`src/rtl/core/iopro_pkg.sv`:
```
package iopro_pkg;

    // default number of slots in the reorder window
    localparam int WINDOW_DEF = 32;

    // result status codes
    localparam logic [1:0] ST_EMIT      = 2'd0;
    localparam logic [1:0] ST_OUTSIDE   = 2'd1;
    localparam logic [1:0] ST_STALE     = 2'd2;
    localparam logic [1:0] ST_AFTER_END = 2'd3;

    // commands from the controller to the datapath
    typedef struct packed {
        logic       load;       // latch the incoming notice
        logic       calc_slot;  // register the slot of the notice
        logic       store;      // write the notice into its slot
        logic       read;       // read the slot of the next expected part
        logic       emit;       // emit the next expected part
        logic       err;        // emit an error result
        logic [1:0] err_code;
    } t_cmd;

    // status from the datapath to the controller
    typedef struct packed {
        logic finished;   // final part already emitted
        logic stale;      // notice is below the next expected part
        logic outside;    // notice lies beyond the window
        logic dup;        // slot of the notice already holds a part
        logic run_ready;  // next expected part present after the store
        logic emit_last;  // part being emitted ends the run
    } t_stat;

endpackage

```
`src/rtl/core/iopro_ctrl.sv`:
```
module iopro_ctrl (
    input  logic            i_clk,
    input  logic            i_rst_n,
    input  logic            i_start,
    input  iopro_pkg::t_stat i_stat,
    output logic            o_busy,
    output iopro_pkg::t_cmd o_cmd
);

    typedef enum logic [4:0] {
        S_IDLE  = 5'b00001,
        S_CHECK = 5'b00010,
        S_STORE = 5'b00100,
        S_READ  = 5'b01000,
        S_EMIT  = 5'b10000
    } t_state;

    t_state r_state;
    t_state n_state;

    // state register
    always_ff @(posedge i_clk) begin
        if (!i_rst_n) begin
            r_state <= S_IDLE;
        end else begin
            r_state <= n_state;
        end
    end

    // next state and commands
    always_comb begin
        n_state = r_state;
        o_cmd   = '0;
        unique case (r_state)
            S_IDLE: begin
                if (i_start) begin
                    o_cmd.load = 1'b1;
                    n_state    = S_CHECK;
                end
            end
            S_CHECK: begin
                if (i_stat.finished) begin
                    o_cmd.err      = 1'b1;
                    o_cmd.err_code = iopro_pkg::ST_AFTER_END;
                    n_state        = S_IDLE;
                end else if (i_stat.stale) begin
                    o_cmd.err      = 1'b1;
                    o_cmd.err_code = iopro_pkg::ST_STALE;
                    n_state        = S_IDLE;
                end else if (i_stat.outside) begin
                    o_cmd.err      = 1'b1;
                    o_cmd.err_code = iopro_pkg::ST_OUTSIDE;
                    n_state        = S_IDLE;
                end else begin
                    o_cmd.calc_slot = 1'b1;
                    n_state         = S_STORE;
                end
            end
            S_STORE: begin
                if (i_stat.dup) begin
                    o_cmd.err      = 1'b1;
                    o_cmd.err_code = iopro_pkg::ST_STALE;
                    n_state        = S_IDLE;
                end else begin
                    o_cmd.store = 1'b1;
                    n_state     = i_stat.run_ready ? S_READ : S_IDLE;
                end
            end
            S_READ: begin
                o_cmd.read = 1'b1;
                n_state    = S_EMIT;
            end
            S_EMIT: begin
                o_cmd.emit = 1'b1;
                n_state    = i_stat.emit_last ? S_IDLE : S_READ;
            end
            default: begin
                n_state = S_IDLE;
            end
        endcase
    end

    assign o_busy = (r_state != S_IDLE);

endmodule

```
`src/rtl/core/iopro_datapath.sv`:
```
module iopro_datapath #(
    parameter int WINDOW = iopro_pkg::WINDOW_DEF
) (
    input  logic             i_clk,
    input  logic             i_rst_n,
    input  logic             i_cfg_we,
    input  logic [63:0]      i_cfg_data,
    input  logic [31:0]      i_part_number,
    input  logic [31:0]      i_compressed_size,
    input  logic             i_is_final,
    input  iopro_pkg::t_cmd  i_cmd,
    output iopro_pkg::t_stat o_stat,
    output logic             o_strobe,
    output logic [1:0]       o_status,
    output logic [31:0]      o_out_part,
    output logic [31:0]      o_part_size,
    output logic [63:0]      o_part_offset,
    output logic             o_stream_done,
    output logic             o_last_of_run
);

    localparam int SW = $clog2(WINDOW);

    // latched notice
    logic [31:0]       r_part;
    logic [31:0]       r_size;
    logic              r_fin;
    logic [SW-1:0]     r_slot;

    // stream state
    logic [63:0]       r_base_offset;
    logic [31:0]       r_next;
    logic [SW-1:0]     r_next_slot;
    logic [SW-1:0]     n_next_slot;
    logic [63:0]       r_total;
    logic              r_finished;
    logic [WINDOW-1:0] r_valid;

    // slot memory: final flag over size
    logic [32:0]       r_mem [WINDOW];
    logic [32:0]       r_rd_data;

    // output registers
    logic              r_o_strobe;
    logic [1:0]        r_o_status;
    logic [31:0]       r_o_part;
    logic [31:0]       r_o_size;
    logic [63:0]       r_o_offset;
    logic              r_o_done;
    logic              r_o_last;

    logic [31:0]       part_gap;
    logic [SW:0]       slot_sum;

    // window distance and slot of the notice
    assign part_gap = r_part - r_next;
    assign slot_sum = {1'b0, r_next_slot} + {1'b0, part_gap[SW-1:0]};

    // slot of the part after the next expected one; 32-bit wrap restarts at slot 0
    always_comb begin
        if (r_next == '1) begin
            n_next_slot = '0;
        end else if (r_next_slot == SW'(WINDOW - 1)) begin
            n_next_slot = '0;
        end else begin
            n_next_slot = r_next_slot + SW'(1);
        end
    end

    // status to the controller
    always_comb begin
        o_stat.finished  = r_finished;
        o_stat.stale     = (r_part < r_next);
        o_stat.outside   = (part_gap >= 32'(WINDOW));
        o_stat.dup       = r_valid[r_slot];
        o_stat.run_ready = r_valid[r_next_slot] | (r_slot == r_next_slot);
        o_stat.emit_last = r_rd_data[32] | ~r_valid[n_next_slot];
    end

    // notice latch and slot index
    always_ff @(posedge i_clk) begin
        if (i_cmd.load) begin
            r_part <= i_part_number;
            r_size <= i_compressed_size;
            r_fin  <= i_is_final;
        end
        if (i_cmd.calc_slot) begin
            if (slot_sum >= (SW + 1)'(WINDOW)) begin
                r_slot <= SW'(slot_sum - (SW + 1)'(WINDOW));
            end else begin
                r_slot <= slot_sum[SW-1:0];
            end
        end
    end

    // slot memory
    always_ff @(posedge i_clk) begin
        if (i_cmd.store) begin
            r_mem[r_slot] <= {r_fin, r_size};
        end
        if (i_cmd.read) begin
            r_rd_data <= r_mem[r_next_slot];
        end
    end

    // stream state and valid bits
    always_ff @(posedge i_clk) begin
        if (!i_rst_n) begin
            r_base_offset <= '0;
            r_next        <= '0;
            r_next_slot   <= '0;
            r_total       <= '0;
            r_finished    <= 1'b0;
            r_valid       <= '0;
        end else begin
            if (i_cfg_we) begin
                r_base_offset <= i_cfg_data;
            end
            if (i_cmd.store) begin
                r_valid[r_slot] <= 1'b1;
            end
            if (i_cmd.emit) begin
                r_valid[r_next_slot] <= 1'b0;
                r_next      <= r_next + 32'd1;
                r_next_slot <= n_next_slot;
                r_total     <= r_total + {32'd0, r_rd_data[31:0]};
                if (r_rd_data[32]) begin
                    r_finished <= 1'b1;
                end
            end
        end
    end

    // result strobe
    always_ff @(posedge i_clk) begin
        if (!i_rst_n) begin
            r_o_strobe <= 1'b0;
        end else begin
            r_o_strobe <= i_cmd.err | i_cmd.emit;
        end
    end

    // result payload
    always_ff @(posedge i_clk) begin
        if (i_cmd.err) begin
            r_o_status <= i_cmd.err_code;
            r_o_part   <= r_part;
            r_o_size   <= '0;
            r_o_offset <= '0;
            r_o_done   <= 1'b0;
            r_o_last   <= 1'b1;
        end else if (i_cmd.emit) begin
            r_o_status <= iopro_pkg::ST_EMIT;
            r_o_part   <= r_next;
            r_o_size   <= r_rd_data[31:0];
            r_o_offset <= r_base_offset + r_total;
            r_o_done   <= r_rd_data[32];
            r_o_last   <= r_rd_data[32] | ~r_valid[n_next_slot];
        end
    end

    assign o_strobe      = r_o_strobe;
    assign o_status      = r_o_status;
    assign o_out_part    = r_o_part;
    assign o_part_size   = r_o_size;
    assign o_part_offset = r_o_offset;
    assign o_stream_done = r_o_done;
    assign o_last_of_run = r_o_last;

endmodule

```
`src/rtl/core/in_order_part_reorder_offsets_top.sv`:
```
// Part reorder buffer with offset assignment. A completion notice is taken when
// start is high and busy is low; busy then stays high until the last result of
// that notice is on the ports. Each result appears on the o_ ports for one cycle
// with o_strobe high and cannot be held off. A notice that is rejected gives one
// error result, also when it is a duplicate. A notice that is only stored gives
// no result. A notice that releases a run of n parts gives n results, read and
// emitted in turn: each drained part needs a read of the slot memory into a
// register before it can be emitted. base_offset (i_cfg_data with i_cfg_we) may
// be written only while busy is low; it applies to the next emitted part.
module in_order_part_reorder_offsets_top #(
    parameter int WINDOW = iopro_pkg::WINDOW_DEF
) (
    input  logic        i_clk,
    input  logic        i_rst_n,
    input  logic        i_cfg_we,
    input  logic [63:0] i_cfg_data,
    input  logic        start,
    output logic        busy,
    input  logic [31:0] i_part_number,
    input  logic [31:0] i_compressed_size,
    input  logic        i_is_final,
    output logic        o_strobe,
    output logic [1:0]  o_status,
    output logic [31:0] o_out_part,
    output logic [31:0] o_part_size,
    output logic [63:0] o_part_offset,
    output logic        o_stream_done,
    output logic        o_last_of_run
);

    iopro_pkg::t_cmd  cmd;
    iopro_pkg::t_stat stat;

    // sequencing
    iopro_ctrl u_ctrl (
        .i_clk   (i_clk),
        .i_rst_n (i_rst_n),
        .i_start (start),
        .i_stat  (stat),
        .o_busy  (busy),
        .o_cmd   (cmd)
    );

    // slot table, counters and result registers
    iopro_datapath #(
        .WINDOW (WINDOW)
    ) u_datapath (
        .i_clk             (i_clk),
        .i_rst_n           (i_rst_n),
        .i_cfg_we          (i_cfg_we),
        .i_cfg_data        (i_cfg_data),
        .i_part_number     (i_part_number),
        .i_compressed_size (i_compressed_size),
        .i_is_final        (i_is_final),
        .i_cmd             (cmd),
        .o_stat            (stat),
        .o_strobe          (o_strobe),
        .o_status          (o_status),
        .o_out_part        (o_out_part),
        .o_part_size       (o_part_size),
        .o_part_offset     (o_part_offset),
        .o_stream_done     (o_stream_done),
        .o_last_of_run     (o_last_of_run)
    );

`ifndef SYNTHESIS
    // an error result always closes its run
    a_err_last: assert property (@(posedge i_clk) disable iff (!i_rst_n)
        (o_strobe && o_status != iopro_pkg::ST_EMIT) |-> o_last_of_run)
        else $error("error result without last_of_run");

    // the final part always closes its run
    a_done_last: assert property (@(posedge i_clk) disable iff (!i_rst_n)
        (o_strobe && o_stream_done) |-> o_last_of_run)
        else $error("final part without last_of_run");

    // no result in the cycle after a notice transfer
    a_accept_quiet: assert property (@(posedge i_clk) disable iff (!i_rst_n)
        (start && !busy) |=> !o_strobe)
        else $error("result right after notice transfer");
`endif

endmodule
```
`config.mk`:
```
export PLATFORM = sky130hd
export DESIGN_NAME = in_order_part_reorder_offsets_top
export DESIGN_NICKNAME = d
export VERILOG_FILES = /design/src/rtl/core/iopro_pkg.sv /design/src/rtl/core/iopro_ctrl.sv /design/src/rtl/core/iopro_datapath.sv /design/src/rtl/core/in_order_part_reorder_offsets_top.sv
export SDC_FILE = /design/constraint.sdc
export NUM_CORES = 2
export LEC_CHECK = 0
export BUFFER_PORTS_ARGS = -buffer_cell sky130_fd_sc_hd__buf_4
export CAP_MARGIN = 40
export CORE_MARGIN = 10
export CORE_UTILIZATION = 55
export DETAILED_ROUTE_END_ITERATION = 10
export PLACE_DENSITY = 0.74
export SKIP_LAST_GASP = 1
export SYNTH_ARGS = -nofsm -noshare
export SYNTH_HDL_FRONTEND = slang
export SYNTH_SLANG_ARGS = --single-unit
```
`constraint.sdc`:
```
create_clock -name i_clk -period 16 [get_ports i_clk]
set_input_delay 4.8 -clock i_clk [delete_from_list [all_inputs] [get_ports i_clk]]
set_output_delay 4.8 -clock i_clk [all_outputs]
set_load 0.03 [all_outputs]
```
# Word level (Yosys, flattened, before mapping)
# Memories as Yosys holds them, arrays and structs flattened. A register that Yosys moved wholly into a read port is not among the register bits.
# Cells that the tools add are included.
dict set report op_classes {
  addsub 7
  order_cmp 8
  n_eq_ne 10
  muxes 45
  bitwise 7
  reduce_logical 4
}
# operator count
set ops {}
lappend ops {{32-bit 2-to-1 mux} 5}
lappend ops {{64-bit by 32-bit adder with 64-bit output} 1}
lappend ops {{64-bit adder} 1}
lappend ops {{32-bit by 1-bit adder with 32-bit output, second input constant} 1}
lappend ops {{32-bit bitwise AND} 1}
lappend ops {{32-bit equality test, second input constant} 1}
lappend ops {{32-bit by 6-bit greater-or-equal comparator with 1-bit output, second input constant} 1}
lappend ops {{32-bit less-than comparator} 1}
lappend ops {{32-bit NOT} 1}
lappend ops {{32-bit bitwise OR} 1}
lappend ops {{32-bit subtractor} 1}
lappend ops {{5-bit 2-to-1 mux} 6}
lappend ops {{5-bit one-hot mux with 5 select lines} 1}
lappend ops {{5-bit by 6-bit less-than comparator with 1-bit output, second input constant} 3}
lappend ops {{3-bit 2-to-1 mux} 6}
lappend ops {{1-bit 2-to-1 mux} 17}
lappend ops {{1-bit binary-select mux with 5-bit select} 3}
lappend ops {{1-bit demux with 5-bit select} 2}
lappend ops {{5-bit equality test, second input constant} 2}
lappend ops {{5-bit by 1-bit greater-or-equal comparator with 1-bit output, second input constant} 2}
lappend ops {{4-bit 2-to-1 mux} 2}
lappend ops {{5-bit by 5-bit adder with 6-bit output} 1}
lappend ops {{6-bit greater-or-equal comparator, second input constant} 1}
lappend ops {{3-bit one-hot mux with 2 select lines} 1}
lappend ops {{other kinds (15)} 19}
dict set report totals {
  regBits 406
  ramBits 1056
  inputBits 133
  out_inout_bits 134
  word_cells 100
  memories 1
}
# memory depth word_bits read_ports rd_ports_with_merged_regs wr line_no
set memory_table {}
lappend memory_table {u_datapath.r_mem 32 33 1 1 1 iopro_datapath.sv:40} ;# logic [32:0] r_mem [WINDOW];

# Depth between registers and ports, before layout
dict set report depth {
  depth_word 9
  ltp_mapped 18
  depth_no_buf 15
}

# By module
# A second synthesis with hierarchy kept.
dict set report unflattened {
  hier_cells 4188
  hier_area_um2 63673.6
}
# module n_inst cells_per_inst area_each_um2 seq_area_each_um2
set by_module_without_submodules {}
lappend by_module_without_submodules {iopro_datapath 1 4140 63300.7 41770.1}
lappend by_module_without_submodules {iopro_ctrl 1 48 372.9 100.1}

# Worst setup path before layout
# OpenSTA, ideal clock, no wires.
dict set report synth_path {
  path_type {input to register}
  startpoint {input start}
  endpoint {register u_datapath.r_fin, enable pin}
  setup_time_ps 430
  arrival_ps 6329
  required_time_ps 15570
  slack_ps 9241
  cell_stages 1
  n_path_buf 0
  path_cell_list {and2_1}
}
dict set report synth_between {
  elab_chain_cells 2
}
# item line_no
set synth_rtl {}
lappend synth_rtl {{start, declared} in_order_part_reorder_offsets_top.sv:17} ;# input logic start,
lappend synth_rtl {{1-bit 2-to-1 mux} iopro_ctrl.sv:36} ;# if (i_start) begin
lappend synth_rtl {{1-bit 2-to-1 mux} iopro_ctrl.sv:34} ;# unique case (r_state)
lappend synth_rtl {{end signal, assigned} iopro_datapath.sv:85} ;# r_fin <= i_is_final;
lappend synth_rtl {{end, declared} iopro_datapath.sv:27} ;# logic r_fin;
# No other way between the ends.
# A chain may end at the register's enable or synchronous reset.

# Final worst setup path
dict set report layout_path {
  startpoint {register u_ctrl.r_state[1]}
  endpoint {output busy}
}
dict set report layout_between {
  elab_chain_cells 1
}
# item line_no
set layout_rtl {}
lappend layout_rtl {{start, declared} iopro_ctrl.sv:18} ;# t_state r_state;
lappend layout_rtl {{start signal, assigned} iopro_ctrl.sv:26} ;# r_state <= n_state;
lappend layout_rtl {{5-bit by 1-bit inequality test with 1-bit output} iopro_ctrl.sv:83} ;# assign o_busy = (r_state != S_IDLE);
lappend layout_rtl {{end, declared} in_order_part_reorder_offsets_top.sv:18} ;# output logic busy,
# No other way between the ends.

==> impl_metrics.csv <==
group,metric,value,unit
logic_synthesis,synth-compound-area-share,0.0839,
outcome,outcome,"completed",
die,core,116000,µm²
timing,rsz0062_at_grt,"no",
global_route,top_usage_layer,"met2",
logic_synthesis,yosysWarnings,0,
logic_synthesis,synthSimpleGateAreaFrac,0.0758,
die,io_pins,267,
die,fp.dieW,361,µm
cells_and_area,num-nets-final,4895,
logic_synthesis,synth_mux_area_frac,0.118,
cts,cts.reportedPaths.clkPinSlew,0.07,ns
cts,h-tree-depth,4,
timing,fin_crit,6.80,ns
global_route,grt_first_pass_wirelength,251000,µm
timing,fin_ws,9.20,ns
place,post-place-ws,9.24,ns
cells_and_area,drive_above_1_share,0.202,
global_route,grt_max_degree,170,
logic_synthesis,syn_area_per_cell,14.7,µm²
routing,viasPerCell,6.36,
die,start_util,0.553,
logic_synthesis,syn_inst,4361,
logic_synthesis,synth_xor_area_frac,0.0202,
cts,clk_path_buf_depth,3,
routing,wirelength,169000,µm
logic_synthesis,ys_ff_latch,1495,
die,rows,125,
timing,relSlewSlack,0.332,
power_and_ir_drop,p_per_area,110,nW/µm²
cts,clock-sinks,1495,
cts,cts_setup_buffers,0,
routing,drtIter0Drc,4836,
routing,avgRoutedWirePerCell,27.0,µm
cts,cts_tree,"done",
die,die_area,131000,µm²
cts,post_cts_resized,0,
place,portBuffers,266,
global_route,gr-usage-all-layers,0.254,
global_route,grt-ovfl-total,0,
critical_path,worstSetupPathType,"reg -> out",
routing,ant_nets,0,
timing,fin_skew,0.0605,ns
place,hpwl,100000,µm
timing,report.final.slew_viol_count,0,
timing,fin_crit_sh,0.425,
critical_path,worst-endpoint-arrival,2.00,ns
cts,cts_made_buffers,150,
cts,cts-hold-fix-buffers,0,
logic_synthesis,syn_area,64100,µm²
timing,setup_viol,0,
logic_synthesis,yosysSeqAreaShare,0.654,
critical_path,cp-start-kind,"register",
logic_synthesis,yosysTopAreaCell,"edfxtp_1",
timing,hold_violations,0,
timing,fin_tns_setup,0,ns
power_and_ir_drop,p_leak,24.9,nW
power_and_ir_drop,finalPower,8.03,mW
critical_path,path_max_fanout,5,
logic_synthesis,synth_edf_count,1193,
global_route,grt_antenna_before_repair,10,
logic_synthesis,syn_nets,4635,
die,die_h,361,µm
global_route,grtUsageMet3,0.0595,
routing,drt_first_pass_iters,7,
cts,cts_root_buffer,"clkbuf_16",
global_route,use_met2,0.406,
critical_path,endpoint_kind,"primary output",
hold_path,hp-class,"reg -> reg",
logic_synthesis,synthTopCellsByArea,"edfxtp_1, mux4_2, dfxtp_1, ha_1, a21oi_1",
logic_synthesis,synth_top_area_share,0.559,
logic_synthesis,yosys_most_used_dff,"edfxtp_1",
cells_and_area,post-route-util,0.631,
cts,clk_latency,0.79,ns
logic_synthesis,synth_fa_ha_area_frac,0.0280,
logic_synthesis,synth.most_common_cell,"edfxtp_1",
place,gp_congestion,0.897,
timing,max_freq,147,MHz
logic_synthesis,netlist_top_cells_count,"edfxtp_1, nand2_1, nor2_1",
routing,vias,39900,
timing,worst_slew_pin_slew,1.00,ns
global_route,grt_pass1_vias,39200,
logic_synthesis,synth_top_family_by_area,"multiplexers",
global_route,globalRouteMet1Util,0.342,
job,maxCapViolCount,0,
routing,drc,0,
power_and_ir_drop,ir_drop,0.000109,V
logic_synthesis,ys_async_sr_fraction,0,
logic_synthesis,post_synth_num_cell_types,81,
critical_path,cp.required,11.20,ns
cells_and_area,area_growth,14.1,%
[per-stage QoR]
stage | hold slack [ns] | cell area [µm²] | cells
2_1_floorplan | 0.453 | 64100 | 4361
3_3_place_gp | 0.440 | 67800 | 5975
3_5_place_dp | 0.446 | 68100 | 5990
4_1_cts | 0.454 | 73000 | 6267
5_1_grt | 0.472 | 73100 | 6271
6_report | 0.448 | 73100 | 6273
[final timing paths]
check,to,from,slack (ns),cells after the start
setup / recovery,busy,u_ctrl.r_state[1]$_SDFFE_PN0P_,9.20,4
setup reg to reg,u_datapath.o_part_size[10]$_SDFFE_PP0N_,u_datapath.r_next[0]$_SDFFE_PN0N_,10.75,16
hold reg to reg,u_datapath.o_part_offset[10]$_SDFFE_PP0N_,u_datapath.o_part_offset[10]$_SDFFE_PP0N_,0.45,2
hold / removal,u_datapath.o_part_offset[10]$_SDFFE_PP0N_,u_datapath.o_part_offset[10]$_SDFFE_PP0N_,0.45,2
[layer usage]
layer,vias to the layer above,part of all wire
li1,17500,-
met3,289,0.098
met5,-,0.00011
met2,2081,0.48
met4,2,0.027
met1,20000,0.39
[flip-flops by register name, indices dropped and copies added, names as in the netlist, 33 cells and up]
register,cells
u_datapath.r_mem,1056
u_datapath.r_base_offset,64
u_datapath.r_total,64
u_datapath.r_rd_data,33
u_datapath.o_part_offset,64
[cell usage in the layout (no fill, tap or decap), types with 33 or more instances in the layout]
cell	n
dfxtp_1	300
nor3_1	57
o21ai_0	85
mux2i_1	83
xnor2_1	110
and3_1	33
nand2_1	322
a21oi_1	278
clkbuf_16	153
buf_4	325
edfxtp_1	1193
a22oi_1	127
ha_1	137
xor2_1	38
a21o_1	77
nand4_1	59
inv_1	85
nand3_1	73
mux4_2	281
nor2_4	35
nor2_1	284
clkbuf_1	38
[cell families after synthesis]
| group | after synthesis |
|---|---|
| flip-flops | 1495 |
| AND/OR/NAND/NOR | 1038 |
| AO/OA/AOI/OAI | 815 |
| multiplexers | 400 |
| buffers and inverters | 324 |
| XOR/XNOR | 148 |
| adder cells (fa/ha/maj) | 141 |
[worst max-delay path, stage by stage, from the launching register on]
cell and delay, ns:
dfxtp_1 0.35, nor3_1 0.34, and3b_1 0.25, inv_1 0.11, buf_4 0.19
[area by class of cell]
cell class	count	area (µm²)
Antenna cell	3	7.51
Multi-Input combinational cell	2542	21200
Clock buffer	199	4060
Sequential cell	1495	41900
Fill cell	8252	42800
Clock inverter	78	891
Inverter	86	328
Timing Repair Buffer	346	2830
Tap cell	1524	1910
[power breakdown]
group          internal (mW)  total (mW)  switching (mW)
Clock                   1.99        3.51            1.52
Combinational         0.0929       0.232           0.139
Sequential              4.24        4.29          0.0554
Total                   6.32        8.03            1.71
Power figures use the tool's default switching activity.
